**config.mk**
```make
export PLATFORM = sky130hd
export DESIGN_NAME = timer_wait_queue
export DESIGN_NICKNAME = d
export VERILOG_FILES = /design/src/rtl/core/twq_pkg.sv /design/src/rtl/core/twq_store.sv /design/src/rtl/core/timer_wait_queue.sv
export SDC_FILE = /design/constraint.sdc
export NUM_CORES = 1
export LEC_CHECK = 0
export BUFFER_PORTS_ARGS = -buffer_cell sky130_fd_sc_hd__buf_2
export CAP_MARGIN = 25
export CORE_UTILIZATION = 45
export DETAILED_ROUTE_END_ITERATION = 12
export GPL_ROUTABILITY_DRIVEN = 0
export SLEW_MARGIN = 15
export SYNTH_ARGS = -nofsm -noshare
export SYNTH_HDL_FRONTEND = slang
export SYNTH_SLANG_ARGS = --single-unit
```
**constraint.sdc**
```tcl
create_clock -name clk -period 8.8 [get_ports clk]
set_input_delay 0.88 -clock clk [delete_from_list [all_inputs] [get_ports clk]]
set_output_delay 0.88 -clock clk [all_outputs]
set_load 0.01 [all_outputs]
```
**src/rtl/core/twq_pkg.sv**
```systemverilog
// Shared types and constants for the timer wait queue.
// Used by twq_store and timer_wait_queue; depends on nothing.
package twq_pkg;

  localparam int unsigned DEFAULT_DEPTH = 32;
  localparam int unsigned TW = 31;
  localparam logic [TW-1:0] TICK_MAX = {TW{1'b1}};

  typedef enum logic [1:0] {
    CMD_TICK  = 2'd0,
    CMD_QUERY = 2'd1,
    CMD_DELAY = 2'd2,
    CMD_UNTIL = 2'd3
  } cmd_t;

  typedef enum logic [1:0] {
    ST_WAKE = 2'd0,
    ST_TIME = 2'd1,
    ST_BAD  = 2'd2,
    ST_FULL = 2'd3
  } status_t;

  typedef enum logic [2:0] {
    S_IDLE,
    S_TK_RD,
    S_TK_CMP,
    S_TK_FIN,
    S_IN_RD,
    S_IN_CMP,
    S_IN_WR
  } state_t;

  typedef struct packed {
    cmd_t               command;
    logic [7:0]         task_id;
    logic signed [31:0] tick_argument;
  } req_t;

  typedef struct packed {
    logic [7:0]    target_task;
    status_t       status;
    logic [TW-1:0] time_value;
    logic          last;
  } rsp_t;

  typedef struct packed {
    logic [TW-1:0] deadline;
    logic [7:0]    task_id;
  } entry_t;

endpackage

```
**src/rtl/core/twq_store.sv**
```systemverilog
// Circular waiter store addressed by position from the queue head.
// Depends on twq_pkg.
module twq_store #(
  parameter int unsigned DEPTH = twq_pkg::DEFAULT_DEPTH
) (
  input  logic                         clk,
  input  logic [$clog2(DEPTH)-1:0]     head,
  input  logic [$clog2(DEPTH+1)-1:0]   rd_idx,
  input  logic                         wr_en,
  input  logic [$clog2(DEPTH+1)-1:0]   wr_idx,
  input  twq_pkg::entry_t              wr_data,
  output twq_pkg::entry_t              rd_data
);
  import twq_pkg::*;

  localparam int unsigned AW = $clog2(DEPTH);
  localparam int unsigned CW = $clog2(DEPTH+1);

  entry_t mem [DEPTH];

  function automatic logic [AW-1:0] phys(input logic [AW-1:0] h, input logic [CW-1:0] i);
    logic [CW:0] s;
    s = {{(CW+1-AW){1'b0}}, h} + {1'b0, i};
    if (s >= (CW+1)'(DEPTH)) s = s - (CW+1)'(DEPTH);
    return s[AW-1:0];
  endfunction

  always_ff @(posedge clk) begin
    if (wr_en) mem[phys(head, wr_idx)] <= wr_data;
    rd_data <= mem[phys(head, rd_idx)];
  end

endmodule

```
**src/rtl/core/timer_wait_queue.sv**
```systemverilog
// Top level of the timer wait queue: command decode, tick counter, sorted store control.
// Depends on twq_pkg and twq_store.
//
// One command is taken when start is high and busy is low. A time query or a rejected
// request answers in the following cycle and busy stays low. An accepted delay or wait
// inserts into the sorted store by shifting later waiters up one slot at a time (a read
// then a compare-and-write on the single memory). The new waiter is written in the
// compare step once a waiter's deadline is not later, or in a final write step when it
// lands at the front; into an empty store it is written at accept and busy stays low.
// A tick on an empty store only advances the tick count and busy stays low; otherwise it
// reads and compares waiters from the head until one is not yet due or the store is empty;
// releases come one result at a time and the last release carries last. Results appear
// for one cycle with done high and cannot be held off.
module timer_wait_queue #(
  parameter int unsigned QUEUE_DEPTH = twq_pkg::DEFAULT_DEPTH
) (
  input  logic          clk,
  input  logic          rst,
  input  logic          start,
  output logic          busy,
  input  twq_pkg::req_t request,
  output logic          done,
  output twq_pkg::rsp_t reply
);
  import twq_pkg::*;

  localparam int unsigned AW = $clog2(QUEUE_DEPTH);
  localparam int unsigned CW = $clog2(QUEUE_DEPTH+1);

  state_t        state, state_next;
  logic [TW-1:0] tick, tick_next;
  logic [AW-1:0] head, head_next;
  logic [CW-1:0] count, count_next;
  logic [CW-1:0] idx, idx_next;
  logic          pend_valid, pend_valid_next;
  logic [7:0]    pend_task, pend_task_next;
  entry_t        new_ent, new_ent_next;
  logic          done_next;
  rsp_t          reply_next;

  logic          wr_en;
  logic [CW-1:0] wr_idx, rd_idx;
  entry_t        wr_data, rd_data;

  logic          accept;
  logic [TW:0]   sum;
  logic          arg_bad;
  logic [TW-1:0] dl;

  twq_store #(.DEPTH(QUEUE_DEPTH)) u_store (
    .clk     (clk),
    .head    (head),
    .rd_idx  (rd_idx),
    .wr_en   (wr_en),
    .wr_idx  (wr_idx),
    .wr_data (wr_data),
    .rd_data (rd_data)
  );

  assign busy   = (state != S_IDLE);
  assign accept = start && !busy;

  always_comb begin
    sum = {1'b0, tick} + {1'b0, request.tick_argument[TW-1:0]};
    if (request.command == CMD_DELAY) begin
      arg_bad = request.tick_argument[31] || (request.tick_argument == 32'sd0);
      dl      = sum[TW] ? TICK_MAX : sum[TW-1:0];
    end else begin
      arg_bad = request.tick_argument[31] || (request.tick_argument[TW-1:0] <= tick);
      dl      = request.tick_argument[TW-1:0];
    end
  end

  always_ff @(posedge clk) begin
    if (rst) begin
      state      <= S_IDLE;
      tick       <= '0;
      head       <= '0;
      count      <= '0;
      pend_valid <= 1'b0;
      done       <= 1'b0;
    end else begin
      state      <= state_next;
      tick       <= tick_next;
      head       <= head_next;
      count      <= count_next;
      pend_valid <= pend_valid_next;
      done       <= done_next;
    end
  end

  always_ff @(posedge clk) begin
    idx       <= idx_next;
    pend_task <= pend_task_next;
    new_ent   <= new_ent_next;
    reply     <= reply_next;
  end

  always_comb begin
    state_next      = state;
    tick_next       = tick;
    head_next       = head;
    count_next      = count;
    idx_next        = idx;
    pend_valid_next = pend_valid;
    pend_task_next  = pend_task;
    new_ent_next    = new_ent;
    done_next       = 1'b0;
    reply_next      = reply;
    wr_en           = 1'b0;
    wr_idx          = idx;
    wr_data         = new_ent;
    rd_idx          = '0;

    unique case (state)
      S_IDLE: begin
        if (accept) begin
          reply_next = '{target_task: request.task_id, status: ST_BAD,
                         time_value: '0, last: 1'b1};
          unique case (request.command)
            CMD_TICK: begin
              tick_next       = (tick == TICK_MAX) ? tick : tick + TW'(1);
              pend_valid_next = 1'b0;
              if (count != '0) state_next = S_TK_RD;
            end
            CMD_QUERY: begin
              done_next             = 1'b1;
              reply_next.status     = ST_TIME;
              reply_next.time_value = tick;
            end
            CMD_DELAY, CMD_UNTIL: begin
              new_ent_next = '{deadline: dl, task_id: request.task_id};
              idx_next     = count;
              if (arg_bad) begin
                done_next = 1'b1;
              end else if (count == CW'(QUEUE_DEPTH)) begin
                done_next         = 1'b1;
                reply_next.status = ST_FULL;
              end else if (count == '0) begin
                wr_en      = 1'b1;
                wr_idx     = '0;
                wr_data    = '{deadline: dl, task_id: request.task_id};
                count_next = CW'(1);
              end else begin
                state_next = S_IN_RD;
              end
            end
            default: ;
          endcase
        end
      end

      S_TK_RD: begin
        rd_idx     = '0;
        state_next = S_TK_CMP;
      end

      S_TK_CMP: begin
        if (rd_data.deadline <= tick) begin
          // Emit the previous release; this one may turn out to be the last.
          if (pend_valid) begin
            done_next  = 1'b1;
            reply_next = '{target_task: pend_task, status: ST_WAKE,
                           time_value: '0, last: 1'b0};
          end
          pend_valid_next = 1'b1;
          pend_task_next  = rd_data.task_id;
          head_next       = (head == AW'(QUEUE_DEPTH-1)) ? '0 : head + AW'(1);
          count_next      = count - CW'(1);
          state_next      = (count == CW'(1)) ? S_TK_FIN : S_TK_RD;
        end else begin
          if (pend_valid) begin
            done_next  = 1'b1;
            reply_next = '{target_task: pend_task, status: ST_WAKE,
                           time_value: '0, last: 1'b1};
          end
          pend_valid_next = 1'b0;
          state_next      = S_IDLE;
        end
      end

      S_TK_FIN: begin
        done_next       = 1'b1;
        reply_next      = '{target_task: pend_task, status: ST_WAKE,
                            time_value: '0, last: 1'b1};
        pend_valid_next = 1'b0;
        state_next      = S_IDLE;
      end

      S_IN_RD: begin
        rd_idx     = idx - CW'(1);
        state_next = S_IN_CMP;
      end

      S_IN_CMP: begin
        if (rd_data.deadline > new_ent.deadline) begin
          // Shift the later waiter up one slot.
          wr_en      = 1'b1;
          wr_data    = rd_data;
          idx_next   = idx - CW'(1);
          state_next = (idx == CW'(1)) ? S_IN_WR : S_IN_RD;
        end else begin
          wr_en      = 1'b1;
          count_next = count + CW'(1);
          state_next = S_IDLE;
        end
      end

      S_IN_WR: begin
        wr_en      = 1'b1;
        count_next = count + CW'(1);
        state_next = S_IDLE;
      end

      default: state_next = S_IDLE;
    endcase
  end

  a_count_bound: assert property (@(posedge clk) disable iff (rst)
    count <= CW'(QUEUE_DEPTH)) else $error("store count beyond depth");

  a_idle_no_pend: assert property (@(posedge clk) disable iff (rst)
    state == S_IDLE |-> !pend_valid) else $error("pending release left in idle");

  a_single_last: assert property (@(posedge clk) disable iff (rst)
    done && reply.status != ST_WAKE |-> reply.last) else $error("non-wake reply without last");

  a_tick_mono: assert property (@(posedge clk) disable iff (rst)
    !$past(rst) |-> tick >= $past(tick)) else $error("tick count went backward");

endmodule
```
Word-level counts from Yosys, hierarchy flattened --
Memories as Yosys holds them, arrays and structs flattened. A register that Yosys moved wholly into a read port is not among the register bits. Cells that the tools add are included.
Word-level totals: register bits 142, bits in writable memories 1248, bits of input ports 45, output and inout bits 44, word-level logic and storage cells 154, memories 1
Memories:
- u_store.mem | words 32, bits a word 39, read ports 1, clocked after Yosys merged registers in 1, write ports 1, RTL line twq_store.sv:19 | entry_t mem [DEPTH];
Operators by class: add/sub/neg operators 10, magnitude comparators 5, eq/ne operators 29, muxes and demuxes 71, bitwise gates (word level) 1, reductions and logical operators 23
Operators with widths (count):
- $mux 39 | 6
- $mux 42 | 4
- $pmux 42 s3 | 1
- $mux 6 | 17
- $mux 31 | 3
- $pmux 39 s2 | 1
- $le 31x31->1 | 2
- $add 31x31->32 | 1
- $logic_not 32->1 | 1
- $add 31x1->31 const B | 1
- $eq 31x31->1 const B | 1
- $gt 31x31->1 | 1
- $pmux 6 s4 | 1
- $mux 5 | 4
- $mux 3 | 6
- $mux 1 | 17
- $ne 2x2->1 const B | 8
- $pmux 3 s5 | 1
- $add 5x6->7 | 2
- $ge 7x6->1 const B | 2
- $eq 6x1->1 const B | 2
- $ne 3x3->1 const B | 4
- $pmux 6 s2 | 1
- $sub 6x1->6 const B | 2
- other kinds (34) | 50

Longest topological paths before layout --
depth in word-level cells 11, gate-level depth with buffers 24, gate-level depth less buffers 21

Hierarchy --
From an unflattened synthesis, not the netlist that was laid out.
Unflattened totals: cells, all modules 4441, area total of the unflattened synthesis 62831.5 um^2
By module, submodules not included:
- twq_store | instances 1, cells each 3174, area an instance 51564.5 um^2, sequential area each 38256.7 um^2
- timer_wait_queue | instances 1, cells each 1267, area an instance 11267.1 um^2, sequential area each 3793.6 um^2

Least setup slack after synthesis --
OpenSTA, ideal clock, no wires.
kind input to register, start point input request[41] (netlist name), end point memory u_store.mem[3][0] (netlist name) (enable), setup time 484 ps, arrival time 7853 ps, required time 8316 ps, setup slack 463 ps, stages 18, buffers on the path 2, cells stage by stage and3_1 -> nor4b_2 -> nor3b_2 -> clkbuf_1 -> buf_1 -> nor2_1 -> ha_1 -> inv_1 -> fa_1 -> inv_1 -> a21o_1 -> a21oi_1 -> xor2_1 -> and2_1 -> a21oi_1 -> o2bb2ai_1 -> nand3_1 -> nor3_1
On the way: longest elaborated chain between the ends 10, elaborated cells on any way between the ends 19, those cells by class 2 x add/sub; 1 x order compare; 2 x eq/ne; 13 x mux; 1 x reduce/logical
RTL lines:
- start: declaration | RTL line timer_wait_queue.sv:21 | input twq_pkg::req_t request,
- $eq 2x2->1 | RTL line timer_wait_queue.sv:65, timer_wait_queue.sv:120
- $mux 1 | RTL line timer_wait_queue.sv:65 | if (request.command == CMD_DELAY) begin
- $mux 6 | RTL line timer_wait_queue.sv:134 | if (arg_bad) begin
- $mux 6 | RTL line timer_wait_queue.sv:120 | unique case (request.command)
- $mux 6 | RTL line timer_wait_queue.sv:117 | if (accept) begin
- $mux 6 | RTL line timer_wait_queue.sv:115 | unique case (state)
- $add 5x6->7 | RTL line twq_store.sv:23 | s = {{(CW+1-AW){1'b0}}, h} + {1'b0, i};
- $ge 7x6->1 / $sub 5x1->5 (equally long branches) | RTL line twq_store.sv:24 | if (s >= (CW+1)'(DEPTH)) s = s - (CW+1)'(DEPTH);
- $mux 5 | RTL line twq_store.sv:24
- $mux 5 | RTL line twq_store.sv:29 | if (wr_en) mem[phys(head, wr_idx)] <= wr_data;
- end: declaration | RTL line twq_store.sv:19
Several ways; a longest one is shown, not always the timed one. The select of a mux whose other input is x is not followed.

Worst setup path after layout --
start point register tick[14], end point memory u_store.mem[1][4] (netlist name) (enable)
On the way: longest elaborated chain between the ends 11, elaborated cells on any way between the ends 18, those cells by class 2 x add/sub; 2 x order compare; 13 x mux; 1 x reduce/logical
RTL lines:
- start: declaration | RTL line timer_wait_queue.sv:31 | logic [TW-1:0] tick, tick_next;
- start signal: assignment | RTL line timer_wait_queue.sv:84 | tick <= tick_next;
- $le 31x31->1 (*) | RTL line timer_wait_queue.sv:69 | arg_bad = request.tick_argument[31] || (request.tick_argument[TW-1:0] <= tick);
- $logic_or 1x1->1 (*) | RTL line timer_wait_queue.sv:69
- $mux 1 (*) | RTL line timer_wait_queue.sv:65
- $mux 6 | RTL line timer_wait_queue.sv:134
- $mux 6 | RTL line timer_wait_queue.sv:120
- $mux 6 | RTL line timer_wait_queue.sv:117
- $mux 6 | RTL line timer_wait_queue.sv:115
- $add 5x6->7 | RTL line twq_store.sv:23
- $ge 7x6->1 / $sub 5x1->5 (equally long branches) | RTL line twq_store.sv:24
- $mux 5 | RTL line twq_store.sv:24
- $mux 5 | RTL line twq_store.sv:29
Every way passes the cells marked *; elsewhere a longest branch is shown, timed or not. The select of a mux whose other input is x is not followed.

==> results.yml <==
worst_setup_path:
  r2r_start: "tick[14]"
  setup.worst_path.start_class: "register"
  slowest_delay_ns: 0.67
  ff2ff_path_depth: 22
  critical_path_arrival_ns: 7.32
  slowest_stage: "nor3b_4"
  worstReg2RegEnd: "u_store.mem[1][4]"
  path_cells: "inv_1 > ha_1 > nand4_1 > nor2_1 > o31a_1 > o41a_2 > nor2_1 > nor3b_4 > nor2_1 > ha_1 > inv_1 > fa_1 > inv_1 > a21o_1 > a21oi_1 > xor2_1 > and2_1 > a21oi_1 > o2bb2ai_1 > nand3_1 > nor2_4 > buf_4"
  critPathRequiredTime_ns: 9.24
  crit_buf_inv: 4
  cp-end-kind: "register"
  worstSetupPathType: "reg2reg"
  crit_fanout: 21
  ff2ff_setup_slack_ns: 1.92
  critical_path.top_delay_family: "simple AND/OR/NAND/NOR gates"
sta:
  slew_headroom_pct: 28.24
  final_min_period_over_clock_period_pct: 78.21
  final.setup_skew_ns: 0.02786
  rsz0062_at_grt: "no"
  tns_ns: 0
  tightest_slew_ns: 1.076
  finalSetupViolCount: 0
  fmax_mhz: 145.3
  hold_violations: 0
  slew_violations: 0
  min_period_ns: 6.882
route:
  route.detailed.drc: 0
  vias_per_cell: 6.105
  wl_per_cell_um: 29.90
  wirelength_um: 155400
  dr.first_iter.drc_count: 3789
  num_vias: 31730
  ant_nets: 0
  drt-pass1-iter-count: 6
cts:
  clk_path_buf_depth: 3
  clk_latency_ns: 0.78
  clk_pin_slew_ns: 0.06
  clock-sinks: 1429
  cts_buffers: 148
  cts-root-buf: "clkbuf_16"
  tritoncts: "done"
  htreeDepth: 4
  hold_buffers: 0
  post_cts_buffers: 0
  post_cts_resized: 0
grt:
  grt_pass1_vias: 31412
  grt_pass1_wl_um: 224700
  track_usage_pct: 23.56
  antenna_found_initial: 11
  grt_max_degree: 122
  grt_overflow: 0
yosys:
  synthTopCellsByArea: "edfxtp_1, mux4_2, ha_1"
  synthesis.nets: 3331
  synth_top_area_share_pct: 68.00
  yosysMostFrequentCell: "edfxtp_1"
  syn_avg_cell_area_um2: 18.87
  syn-cell-area_mm2: 0.05930
  synth_cells: 3143
  synthTopCellsByCount: "edfxtp_1, mux4_2, nor2_1, ha_1, a21oi_1"
  ys_warn_count: 0
  async_flop_share_pct: 0
  synth_cell_type_count: 86
  ys.flop_type: "edfxtp_1"
  ys_ff_latch: 1429
  synth_edf_count: 1343
  synth_top_cell_by_area: "edfxtp_1"
  ys_seq_area_share_pct: 70.91
placement:
  dp_hpwl_um: 100100
  port-buffer-count: 88
hold_path:
  worstHoldStart: "request[38]"
  hp-class: "in2reg"
  hold_depth: 1
  holdPathEnd: "new_ent[6]"
status:
  status: "completed"
job:
  cap_violations: 0
finish:
  syn2layout_area_growth_pct: 13.43
  num_antenna_cells: 0
  final_layout_size_suffix_gt1_share_pct: 26.11
  n_fill_cell: 10340
  fin_nets: 3522
power_and_ir_drop:
  p_leak_nw: 21.69
  power_w: 0.01501
  irDropWorstVdd_mv: 0.1592
  power.density_mw_per_mm2: 223.2
floorplanning:
  fp-row-count: 132
  die_area_mm2: 0.1332
  ios: 89
  die_w_um: 365.0
  fp.dieH_um: 365.0
  start_util_pct: 45.57
  core_mm2: 0.1301
==> through the flow <==
stage,area (um2),setup WS (ns),cells,util (%),hold WS (ns)
final,67270,1.918,5197,51.69,0.3532
after global routing,67270,1.525,5197,51.69,0.3348
after floorplan,59300,0.4629,3143,-,0.4081
after global placement,62470,1.592,4921,48.00,0.4151
after CTS,67210,2.010,5193,51.64,0.3017
after detailed placement,62500,1.548,4922,48.02,0.4187
==> worst reg2reg max path, delay by kind of cell (launching register included) <==
family                     cells  cell delay [ns]
and+or+nand+nor                8             2.72
buffers and inverters          4             0.74
adders and majority gates      3             0.93
xor gates and xnor gates       1             0.40
DFF                            1             0.49
AOI/OAI and AO/OA              6             1.27
==> cell type report <==
class | instances | area [um2] | share of cell area (%)
well taps | 1742 | 2180 | 3.240
inverters | 108 | 405.4 | 0.6026
multi-input cells | 1462 | 16610 | 24.69
clock inverters | 76 | 649.4 | 0.9653
repair buffers | 185 | 1319 | 1.960
clock buffers | 195 | 4058 | 6.032
flip-flops and latches | 1429 | 42050 | 62.51
==> cells in the final DEF, fill, tap and decap left out, drive strengths merged, types with 6 or more instances in the layout <==
cell	count
ha	140
xnor2	60
clkinv	50
clkinvlp	9
a221o	9
a21oi	113
nand3	44
o21bai	8
nor2b	12
dfxtp	86
mux2	39
buf	185
edfxtp	1343
nand2b	19
and3	6
a22o	26
a311oi	6
mux4	390
o21ai	43
and2	8
o21a	7
a21o	42
a211oi	11
inv	117
a31oi	8
nand2	96
nand4	24
o211ai	12
nor3	58
clkbuf	195
nor2	171
nor4	15
bufinv	8
xor2	10
==> state kept, by name, summed over array words and instances (netlist names), 3 cells and up <==
signal	count
count	6
reply	42
u_store.mem	1248
new_ent	39
head	5
idx	6
state	3
u_store.rd_data	39
pend_task	8
tick	31
==> layer usage <==
layer  share of wire (%)  vias to the layer above  track usage [%]
met5                   0                        -                0
met4                 2.5                        0            6.580
met3                 8.7                      234            4.883
met2                  45                     1553            35.32
met1                  43                    16765            35.01
li1                    -                    13178                -
==> worst max-delay path by stage <==
stage | start | to | cells past startpoint
6_report | tick[14] | u_store.mem[1][4] | 22
5_1_grt | tick[14] | u_store.mem[1][10] | 22
4_1_cts | tick[17] | u_store.mem[1][10] | 21
3_5_place_dp | request[29] | u_store.mem[1][2] | 21
3_3_place_gp | request[29] | u_store.mem[1][15] | 21
2_1_floorplan | request[41] | u_store.mem[3][0] | 18
==> cells by family (layout without fill, tap and decap cells) <==
kind of cell | count (synthesis) | count (layout) | synth area share [%]
AND/OR/NAND/NOR | 484 | 484 | 3.926
AO/OA/AOI/OAI | 334 | 334 | 3.853
multiplexers | 431 | 431 | 15.59
flip-flops | 1429 | 1429 | 70.91
adder cells (fa/ha/maj) | 143 | 143 | 3.055
XOR/XNOR | 70 | 70 | 1.034
buffers and inverters | 252 | 564 | 1.639
==> report_power, final <==
part / internal (W) / switching (W)
logic: 0.000401 / 0.000802
clock network: 0.00350 / 0.00260
registers: 0.00765 / 0.0000601
No activity file was read; power rests on OpenSTA's default activity.
